`src/hdl/hsv2rgb_pkg.sv`:
```
// Package for the HSV to RGB converter: field widths, fixed-point constants,
// hue sector codes and the 101-entry value gamma table.
// No dependencies.
package hsv2rgb_pkg;

  localparam int HUE_W  = 9;
  localparam int PCT_W  = 7;
  localparam int CHAN_W = 8;
  localparam int RAMP_W = 10;   // 17 * k for k up to 60
  localparam int PROD_W = 15;   // 255 * 100 and 255 * 65 both fit
  localparam int RECIP_W = 13;
  localparam int QMUL_W = PROD_W + RECIP_W;

  localparam int IN_TDATA_W  = 24;
  localparam int OUT_TDATA_W = 24;

  typedef logic [CHAN_W-1:0] chan_t;
  typedef logic [PCT_W-1:0]  pct_t;
  typedef logic [HUE_W-1:0]  hue_t;
  typedef logic [PROD_W-1:0] prod_t;

  localparam hue_t  HUE_MAX  = 9'd359;
  localparam pct_t  PCT_MAX  = 7'd100;
  localparam chan_t CHAN_MAX = 8'd255;
  localparam logic [RAMP_W-1:0] RAMP_TOP = 10'd1020;
  localparam logic [4:0]        RAMP_SLOPE = 5'd17;

  // floor(x / 100) == (x * 5243) >> 19 for every x below 2^15
  localparam logic [RECIP_W-1:0] RECIP_100 = 13'd5243;
  localparam int RECIP_SHIFT = 19;

  localparam hue_t SECT_EDGE_1 = 9'd60;
  localparam hue_t SECT_EDGE_2 = 9'd120;
  localparam hue_t SECT_EDGE_3 = 9'd180;
  localparam hue_t SECT_EDGE_4 = 9'd240;
  localparam hue_t SECT_EDGE_5 = 9'd300;

  typedef enum logic [2:0] {
    SECT_RG_UP,    // red full, green ramps up
    SECT_GR_DOWN,  // green full, red ramps down
    SECT_GB_UP,    // green full, blue ramps up
    SECT_BG_DOWN,  // blue full, green ramps down
    SECT_BR_UP,    // blue full, red ramps up
    SECT_RB_DOWN   // red full, blue ramps down
  } sector_t;

  localparam int NUM_CH = 3;
  localparam int CH_R = 0;
  localparam int CH_G = 1;
  localparam int CH_B = 2;

  // floor(v ^ (1 / 1.1)) for v = 0..100
  localparam pct_t GAMMA_TAB [0:100] = '{
    7'd0,  7'd1,  7'd1,  7'd2,  7'd3,  7'd4,  7'd5,  7'd5,  7'd6,  7'd7,
    7'd8,  7'd8,  7'd9,  7'd10, 7'd11, 7'd11, 7'd12, 7'd13, 7'd13, 7'd14,
    7'd15, 7'd15, 7'd16, 7'd17, 7'd17, 7'd18, 7'd19, 7'd20, 7'd20, 7'd21,
    7'd22, 7'd22, 7'd23, 7'd24, 7'd24, 7'd25, 7'd25, 7'd26, 7'd27, 7'd27,
    7'd28, 7'd29, 7'd29, 7'd30, 7'd31, 7'd31, 7'd32, 7'd33, 7'd33, 7'd34,
    7'd35, 7'd35, 7'd36, 7'd36, 7'd37, 7'd38, 7'd38, 7'd39, 7'd40, 7'd40,
    7'd41, 7'd41, 7'd42, 7'd43, 7'd43, 7'd44, 7'd45, 7'd45, 7'd46, 7'd46,
    7'd47, 7'd48, 7'd48, 7'd49, 7'd50, 7'd50, 7'd51, 7'd51, 7'd52, 7'd53,
    7'd53, 7'd54, 7'd54, 7'd55, 7'd56, 7'd56, 7'd57, 7'd57, 7'd58, 7'd59,
    7'd59, 7'd60, 7'd60, 7'd61, 7'd62, 7'd62, 7'd63, 7'd63, 7'd64, 7'd65,
    7'd65
  };

endpackage

```
`src/hdl/hsv_to_rgb_percent_gamma_core.sv`:
```
// HSV to RGB converter with gamma-bent value, five-stage pipeline.
// Depends on hsv2rgb_pkg (widths, constants, sector codes, gamma table).
//
//   Channel | Ports                         | Payload (lowest bit first)
//   --------+-------------------------------+------------------------------------
//   input   | in_tvalid, in_tready, in_tdata | hue[8:0] sat[15:9] bright[22:16]
//   result  | out_tvalid, out_tready,        | red[7:0] green[15:8] blue[23:16]
//           | out_tdata                     |
//
// A request passes through five register stages (sector/ramp/gamma, saturation
// product, divide-by-100 and lift, value product, final divide-by-100); one
// request enters per cycle unless a stalled output has backed up every stage.
// Each stage holds its own valid bit and advances when the stage after it is
// empty or advancing, so bubbles close up and a stall drops nothing.
// Reset (rst_n low, synchronous) clears only the valid bits.
module hsv_to_rgb_percent_gamma_core (
  input  logic                                clk,
  input  logic                                rst_n,
  input  logic                                in_tvalid,
  output logic                                in_tready,
  // hue[8:0], saturation[15:9], brightness[22:16], bit 23 ignored
  input  logic [hsv2rgb_pkg::IN_TDATA_W-1:0]  in_tdata,
  output logic                                out_tvalid,
  input  logic                                out_tready,
  // red[7:0], green[15:8], blue[23:16]
  output logic [hsv2rgb_pkg::OUT_TDATA_W-1:0] out_tdata
);
  import hsv2rgb_pkg::*;

  localparam int NSTG = 5;

  // Per-stage valid bits and advance enables
  logic [NSTG-1:0] v_r;
  logic [NSTG-1:0] adv;

  always_comb begin
    adv[NSTG-1] = !v_r[NSTG-1] || out_tready;
    for (int i = NSTG - 2; i >= 0; i--) begin
      adv[i] = !v_r[i] || adv[i+1];
    end
  end

  assign in_tready = adv[0];

  always_ff @(posedge clk) begin
    if (!rst_n) begin
      v_r <= '0;
    end else begin
      if (adv[0]) begin
        v_r[0] <= in_tvalid;
      end
      for (int i = 1; i < NSTG; i++) begin
        if (adv[i]) begin
          v_r[i] <= v_r[i-1];
        end
      end
    end
  end

  // ---------------------------------------------------------------------
  // Stage 1: clamp inputs, pick the hue sector, build the ramp, look up gamma
  // ---------------------------------------------------------------------
  hue_t    hue_in;
  pct_t    sat_in;
  pct_t    bri_in;
  hue_t    hue_c;
  pct_t    sat_c;
  pct_t    bri_c;
  hue_t    sect_base;
  sector_t sect;
  logic [5:0]        ramp_k;
  logic [RAMP_W-1:0] ramp_17k;
  logic [RAMP_W-1:0] ramp_dn_w;
  chan_t   ramp_up;
  chan_t   ramp_dn;
  chan_t   c1_nxt [NUM_CH];
  pct_t    sinv_nxt;
  pct_t    gv1_nxt;

  assign hue_in = in_tdata[HUE_W-1:0];
  assign sat_in = in_tdata[HUE_W +: PCT_W];
  assign bri_in = in_tdata[HUE_W+PCT_W +: PCT_W];

  always_comb begin
    hue_c = (hue_in > HUE_MAX) ? HUE_MAX : hue_in;
    sat_c = (sat_in > PCT_MAX) ? PCT_MAX : sat_in;
    bri_c = (bri_in > PCT_MAX) ? PCT_MAX : bri_in;

    // Sector edges belong to the lower sector (hue 60 still ramps green up)
    priority if (hue_c <= SECT_EDGE_1) begin
      sect = SECT_RG_UP;   sect_base = '0;
    end else if (hue_c <= SECT_EDGE_2) begin
      sect = SECT_GR_DOWN; sect_base = SECT_EDGE_1;
    end else if (hue_c <= SECT_EDGE_3) begin
      sect = SECT_GB_UP;   sect_base = SECT_EDGE_2;
    end else if (hue_c <= SECT_EDGE_4) begin
      sect = SECT_BG_DOWN; sect_base = SECT_EDGE_3;
    end else if (hue_c <= SECT_EDGE_5) begin
      sect = SECT_BR_UP;   sect_base = SECT_EDGE_4;
    end else begin
      sect = SECT_RB_DOWN; sect_base = SECT_EDGE_5;
    end

    ramp_k    = 6'(hue_c - sect_base);
    ramp_17k  = RAMP_W'(ramp_k) * RAMP_W'(RAMP_SLOPE);
    ramp_dn_w = RAMP_TOP - ramp_17k;
    ramp_up   = ramp_17k[RAMP_W-1:2];
    ramp_dn   = ramp_dn_w[RAMP_W-1:2];

    unique case (sect)
      SECT_RG_UP: begin
        c1_nxt[CH_R] = CHAN_MAX; c1_nxt[CH_G] = ramp_up;  c1_nxt[CH_B] = '0;
      end
      SECT_GR_DOWN: begin
        c1_nxt[CH_R] = ramp_dn;  c1_nxt[CH_G] = CHAN_MAX; c1_nxt[CH_B] = '0;
      end
      SECT_GB_UP: begin
        c1_nxt[CH_R] = '0;       c1_nxt[CH_G] = CHAN_MAX; c1_nxt[CH_B] = ramp_up;
      end
      SECT_BG_DOWN: begin
        c1_nxt[CH_R] = '0;       c1_nxt[CH_G] = ramp_dn;  c1_nxt[CH_B] = CHAN_MAX;
      end
      SECT_BR_UP: begin
        c1_nxt[CH_R] = ramp_up;  c1_nxt[CH_G] = '0;       c1_nxt[CH_B] = CHAN_MAX;
      end
      default: begin
        c1_nxt[CH_R] = CHAN_MAX; c1_nxt[CH_G] = '0;       c1_nxt[CH_B] = ramp_dn;
      end
    endcase

    sinv_nxt = PCT_MAX - sat_c;
    gv1_nxt  = GAMMA_TAB[bri_c];
  end

  chan_t c1_r [NUM_CH];
  pct_t  sinv_r;
  pct_t  gv1_r;

  always_ff @(posedge clk) begin
    if (adv[0]) begin
      c1_r   <= c1_nxt;
      sinv_r <= sinv_nxt;
      gv1_r  <= gv1_nxt;
    end
  end

  // ---------------------------------------------------------------------
  // Stage 2: saturation product (255 - c) * (100 - s)
  // ---------------------------------------------------------------------
  prod_t prod_nxt [NUM_CH];
  prod_t prod_r   [NUM_CH];
  chan_t c2_r     [NUM_CH];
  pct_t  gv2_r;

  always_comb begin
    for (int i = 0; i < NUM_CH; i++) begin
      prod_nxt[i] = PROD_W'(CHAN_MAX - c1_r[i]) * PROD_W'(sinv_r);
    end
  end

  always_ff @(posedge clk) begin
    if (adv[1]) begin
      prod_r <= prod_nxt;
      c2_r   <= c1_r;
      gv2_r  <= gv1_r;
    end
  end

  // ---------------------------------------------------------------------
  // Stage 3: divide the product by 100 and lift the channel toward white
  // ---------------------------------------------------------------------
  logic [QMUL_W-1:0] lq_mul [NUM_CH];
  chan_t lift_nxt [NUM_CH];
  chan_t lift_r   [NUM_CH];
  pct_t  gv3_r;

  always_comb begin
    for (int i = 0; i < NUM_CH; i++) begin
      lq_mul[i]   = QMUL_W'(prod_r[i]) * QMUL_W'(RECIP_100);
      lift_nxt[i] = c2_r[i] + lq_mul[i][RECIP_SHIFT +: CHAN_W];
    end
  end

  always_ff @(posedge clk) begin
    if (adv[2]) begin
      lift_r <= lift_nxt;
      gv3_r  <= gv2_r;
    end
  end

  // ---------------------------------------------------------------------
  // Stage 4: scale by the gamma-bent value
  // ---------------------------------------------------------------------
  prod_t vm_nxt [NUM_CH];
  prod_t vm_r   [NUM_CH];

  always_comb begin
    for (int i = 0; i < NUM_CH; i++) begin
      vm_nxt[i] = PROD_W'(lift_r[i]) * PROD_W'(gv3_r);
    end
  end

  always_ff @(posedge clk) begin
    if (adv[3]) begin
      vm_r <= vm_nxt;
    end
  end

  // ---------------------------------------------------------------------
  // Stage 5: final divide by 100 into the output register
  // ---------------------------------------------------------------------
  logic [QMUL_W-1:0] oq_mul [NUM_CH];
  chan_t out_nxt [NUM_CH];
  chan_t out_r   [NUM_CH];

  always_comb begin
    for (int i = 0; i < NUM_CH; i++) begin
      oq_mul[i]  = QMUL_W'(vm_r[i]) * QMUL_W'(RECIP_100);
      out_nxt[i] = oq_mul[i][RECIP_SHIFT +: CHAN_W];
    end
  end

  always_ff @(posedge clk) begin
    if (adv[4]) begin
      out_r <= out_nxt;
    end
  end

  assign out_tvalid = v_r[NSTG-1];
  assign out_tdata  = {out_r[CH_B], out_r[CH_G], out_r[CH_R]};

  // ---------------------------------------------------------------------
  // Assertions
  // ---------------------------------------------------------------------
  // An accepted request lands in the first stage
  a_accept_lands: assert property (@(posedge clk) disable iff (!rst_n)
    (in_tvalid && in_tready) |=> v_r[0])
    else $error("accepted request did not enter stage 1");

  // A full stage blocked from below keeps its lifted channels
  a_lift_holds: assert property (@(posedge clk) disable iff (!rst_n)
    (v_r[2] && !adv[3]) |=> (v_r[2] && $stable(lift_r[CH_R]) &&
                             $stable(lift_r[CH_G]) && $stable(lift_r[CH_B])))
    else $error("stalled lift stage changed");

  // Saturation products stay below the reciprocal's exact range
  a_prod_range: assert property (@(posedge clk) disable iff (!rst_n)
    v_r[1] |-> (prod_r[CH_R] <= 15'd25500 && prod_r[CH_G] <= 15'd25500 &&
                prod_r[CH_B] <= 15'd25500))
    else $error("saturation product out of range");

  // Value products never exceed 255 * 65
  a_vm_range: assert property (@(posedge clk) disable iff (!rst_n)
    v_r[3] |-> (vm_r[CH_R] <= 15'd16575 && vm_r[CH_G] <= 15'd16575 &&
                vm_r[CH_B] <= 15'd16575))
    else $error("value product out of range");

endmodule
```
`config.mk`:
```
export PLATFORM = sky130hd
export DESIGN_NAME = hsv_to_rgb_percent_gamma_core
export DESIGN_NICKNAME = d
export VERILOG_FILES = /design/src/hdl/hsv2rgb_pkg.sv /design/src/hdl/hsv_to_rgb_percent_gamma_core.sv
export SDC_FILE = /design/constraint.sdc
export NUM_CORES = 2
export LEC_CHECK = 0
export BUFFER_PORTS_ARGS = -buffer_cell sky130_fd_sc_hd__buf_4
export CORE_ASPECT_RATIO = 0.6
export CORE_MARGIN = 1
export CORE_UTILIZATION = 61
export DETAILED_ROUTE_END_ITERATION = 6
export HOLD_SLACK_MARGIN = 0.08
export PLACE_DENSITY = 0.74
export SETUP_SLACK_MARGIN = 0.1
export SYNTH_ARGS = -nofsm -noshare
export SYNTH_HDL_FRONTEND = slang
export SYNTH_SLANG_ARGS = --single-unit
```
`constraint.sdc`:
```
create_clock -name clk -period 8.6 [get_ports clk]
set_input_delay 1.72 -clock clk [delete_from_list [all_inputs] [get_ports clk]]
set_output_delay 1.72 -clock clk [all_outputs]
set_load 0.01 [all_outputs]
```
==> metrics.md <==
| Metric | Value |
|---|---|
| Area of the core | ~65,000 sq um |
| DRT iter0 DRCs | around 1,600 |
| Syn Inst Count | 3,993 |
| TritonCTS Sinks | 219 |
| Fin crit share | 79.1% |
| Syn nets | 5,450 |
| Pre-antenna DRT Iters | 5 |
| Register area share after synthesis | between 10% and 20% |
| Largest net degree at the start of global routing | 77 |
| Worst slew pin tran | 1.16 ns |
| Layout cells sized above 1 | 3.06% |
| Vias in the first global route | between 20,000 and 30,000 |
| Post-layout util | 65.7% |
| # DRC | 0 |
| Routed WL | about 78 mm |
| Post-synthesis sequential element count | roughly 220 |
| F_max | 147 MHz |
| Slew Limit Fails | 0 |
| Routed WL per cell | 15.9 um |
| Routability cong. | 0.892 |
| Clock slew at reported path FFs | approximately 0.07 ns |
| Post-Synth Adder-Cell Area | 54.9% |
| Worst setup margin | 1.80 ns |
| Highest-count cells in the layout ignoring fill and taps | inv_1 (1,038), ha_1 (839), fa_1 (590), edfxtp_1 (214), nand2_1 (181) |
| Rel. slew slack | between 20% and 30% |
| Gr ovfl total | 0 |
| CTS resizes | 0 |
| RSZ-0062 raised after global routing | false |
| First-pass GRT wire length | 134 mm |
| Io pins | 54 |
| Ys async rst share | 0% |
| Starting Density | 62.3% |
| CTS Root Cell | clkbuf_16 |
| Type of the worst min-delay path | flip-flop to flip-flop |
| Crit end category | flip-flop |
| Main combinational cell family by area after synthesis | adder cells |
| H-tree depth | 1 |
| Cts bufs inserted | 25 |
| Rows | 72 |
| Syn_area_per_cell | approximately 10 sq um |
| Synth warn | 0 |
| Critical path arrival | 7.11 ns |
| XOR/XNOR share of the synthesized area | 3.47% |
| # hold bufs at CTS | 0 |
| Setup Viol. Count Final | 0 |
| Worst skew pair latency | roughly 0.56 ns |
| Hpwl dp | 66.8 mm |
| Antenna Nets Post-Route | 0 |
| Fin crit period | 6.80 ns |
| Total track usage | between 20% and 30% |
| Die ar. | 67,600 sq um |
| Setup TNS | 0 ns |
| Worst-path maximum fanout | 6 |
| TritonCTS clock tree | built |
| Mapped cell area | ~41,000 sq um |
| Top cell type's share of synthesized area | 29.1% |
| Postcts setup bufs | 0 |
| Antenna violations before repair | 2 |
| Simple-Gate Fraction of Synth Area | 9.01% |
| DR vias | 26,231 |
| Clk_skew | about 0.013 ns |
| EDFF count, synth | 214 |
| Library cells used by synthesis | 69 |
| Area delta synth->final | 5.37% |
| WP data required | 8.91 ns |
| CP Class | flip-flop to flip-flop |
| Synth top area cells | fa_1 (29%), ha_1 (26%), edfxtp_1 (16%), inv_1 (9.6%), xnor2_1 (2.7%) |
| IO buf count | 52 |
| Yosys top cell by area | fa_1 |
| Commonest non-fill, non-tap cell in the layout | inv_1 |
| Most used DFF post-synth | edfxtp_1 |
| Minimum hold slack | approximately 0.42 ns |
| Vias per cell | about 5.3 |
| Max-cap check violation count | 0 |
| CP Launch Type | flip-flop |
| Max clock buf depth | 3 |
| Final Hold Fails | 0 |
| Run status | finished clean |
| Mux cell area share after synthesis | 0.105% |
| Pre-CTS setup slack | 1.48 ns |
| Inserted Diodes | 0 |
| Compound-Gate Fraction of Synth Area | 6.34% |
| Die X | 335 um |
| Fillers | roughly 5,200 |
| Die Y | approximately 200 um |
| Final #Nets | 5,486 |
[worst paths after layout]
| check | startpoint | end | slack [ns] | cells after the start |
|---|---|---|---|---|
| setup reg to reg | prod_r[11] | lift_r[7] | 1.80 | 21 |
| hold / removal | gv2_r[4] | gv3_r[4] | 0.42 | 0 |
| hold reg to reg | gv2_r[4] | gv3_r[4] | 0.42 | 0 |
| setup / recovery | prod_r[11] | lift_r[7] | 1.80 | 21 |
[through the flow]
stage / std cells / cell area, sq um
2_1_floorplan: 3993 / 40600
3_3_place_gp: 4890 / 42000
3_5_place_dp: 4890 / 42000
4_1_cts: 4936 / 42800
5_1_grt: 4936 / 42800
6_report: 4936 / 42800
[cell usage after synthesis (5+ instances only)]
library cell	instances
inv_1	1038
ha_1	839
fa_1	590
edfxtp_1	214
nand2_1	183
nor2b_1	156
xnor2_1	125
a21oi_1	115
and2_1	90
nor2_1	89
o21ai_0	70
nand2b_1	53
clkbuf_1	45
nand3_1	40
nor3_1	38
xor2_1	36
a21o_1	27
o21a_1	23
o211ai_1	19
a211oi_1	13
or3_1	13
a21boi_0	12
and3_1	12
o311ai_0	12
o221ai_1	11
o21bai_1	10
or2_2	10
a31oi_1	9
nand4_1	8
o31ai_1	8
a211o_1	7
a2111oi_0	5
dfxtp_1	5
o311a_1	5
[cell type report]
cell class              count  area, sq um  share of cell area (%)
multi-input cells        2687        30000                    70.1
flip-flops and latches    219         6530                    15.3
inverters                1038         3900                    9.11
well taps                 888         1110                    2.60
clock buffers              31          691                    1.61
repair buffers             58          435                    1.02
clock inverters            15          115                   0.269
[sequential cells by signal (all words and copies together), names as in the netlist, 24 cells and up]
name       flops
c1_r          24
c2_r          24
lift_r        24
out_tdata     24
prod_r        45
vm_r          45
[cell families after synthesis]
kind of cell	Yosys count
buffers and inverters	1087
flip-flops	219
AND/OR/NAND/NOR	706
XOR/XNOR	161
adder cells (fa/ha/maj)	1429
multiplexers	3
AO/OA/AOI/OAI	388
[critical path, cell delays in order, from the launching register on]
cell       delay [ns]
edfxtp_1         0.59
ha_1             0.42
inv_1            0.07
fa_1             0.46
fa_1             0.51
inv_1            0.06
fa_1             0.62
fa_1             0.46
ha_1             0.29
a2111oi_0        0.61
o2111ai_1        0.21
nand3_1          0.21
a311oi_1         0.17
a21o_1           0.23
a21oi_1          0.17
xnor2_1          0.14
ha_1             0.28
or3_1            0.35
o21ai_0          0.09
a21oi_1          0.09
xnor2_1          0.16
xnor2_1          0.35
[metal layers]
layer  wire (um)  up-vias  global-route usage, %
met4         640        0                   2.36
li1            -    12814                      -
met1       40900    12843                   39.4
met3        5340       42                   5.04
met2       31500      532                   34.9
met5           0        -                      0
Power is not shown: default switching activity piles up to over one toggle a cycle in this logic, so the estimate is an artifact.
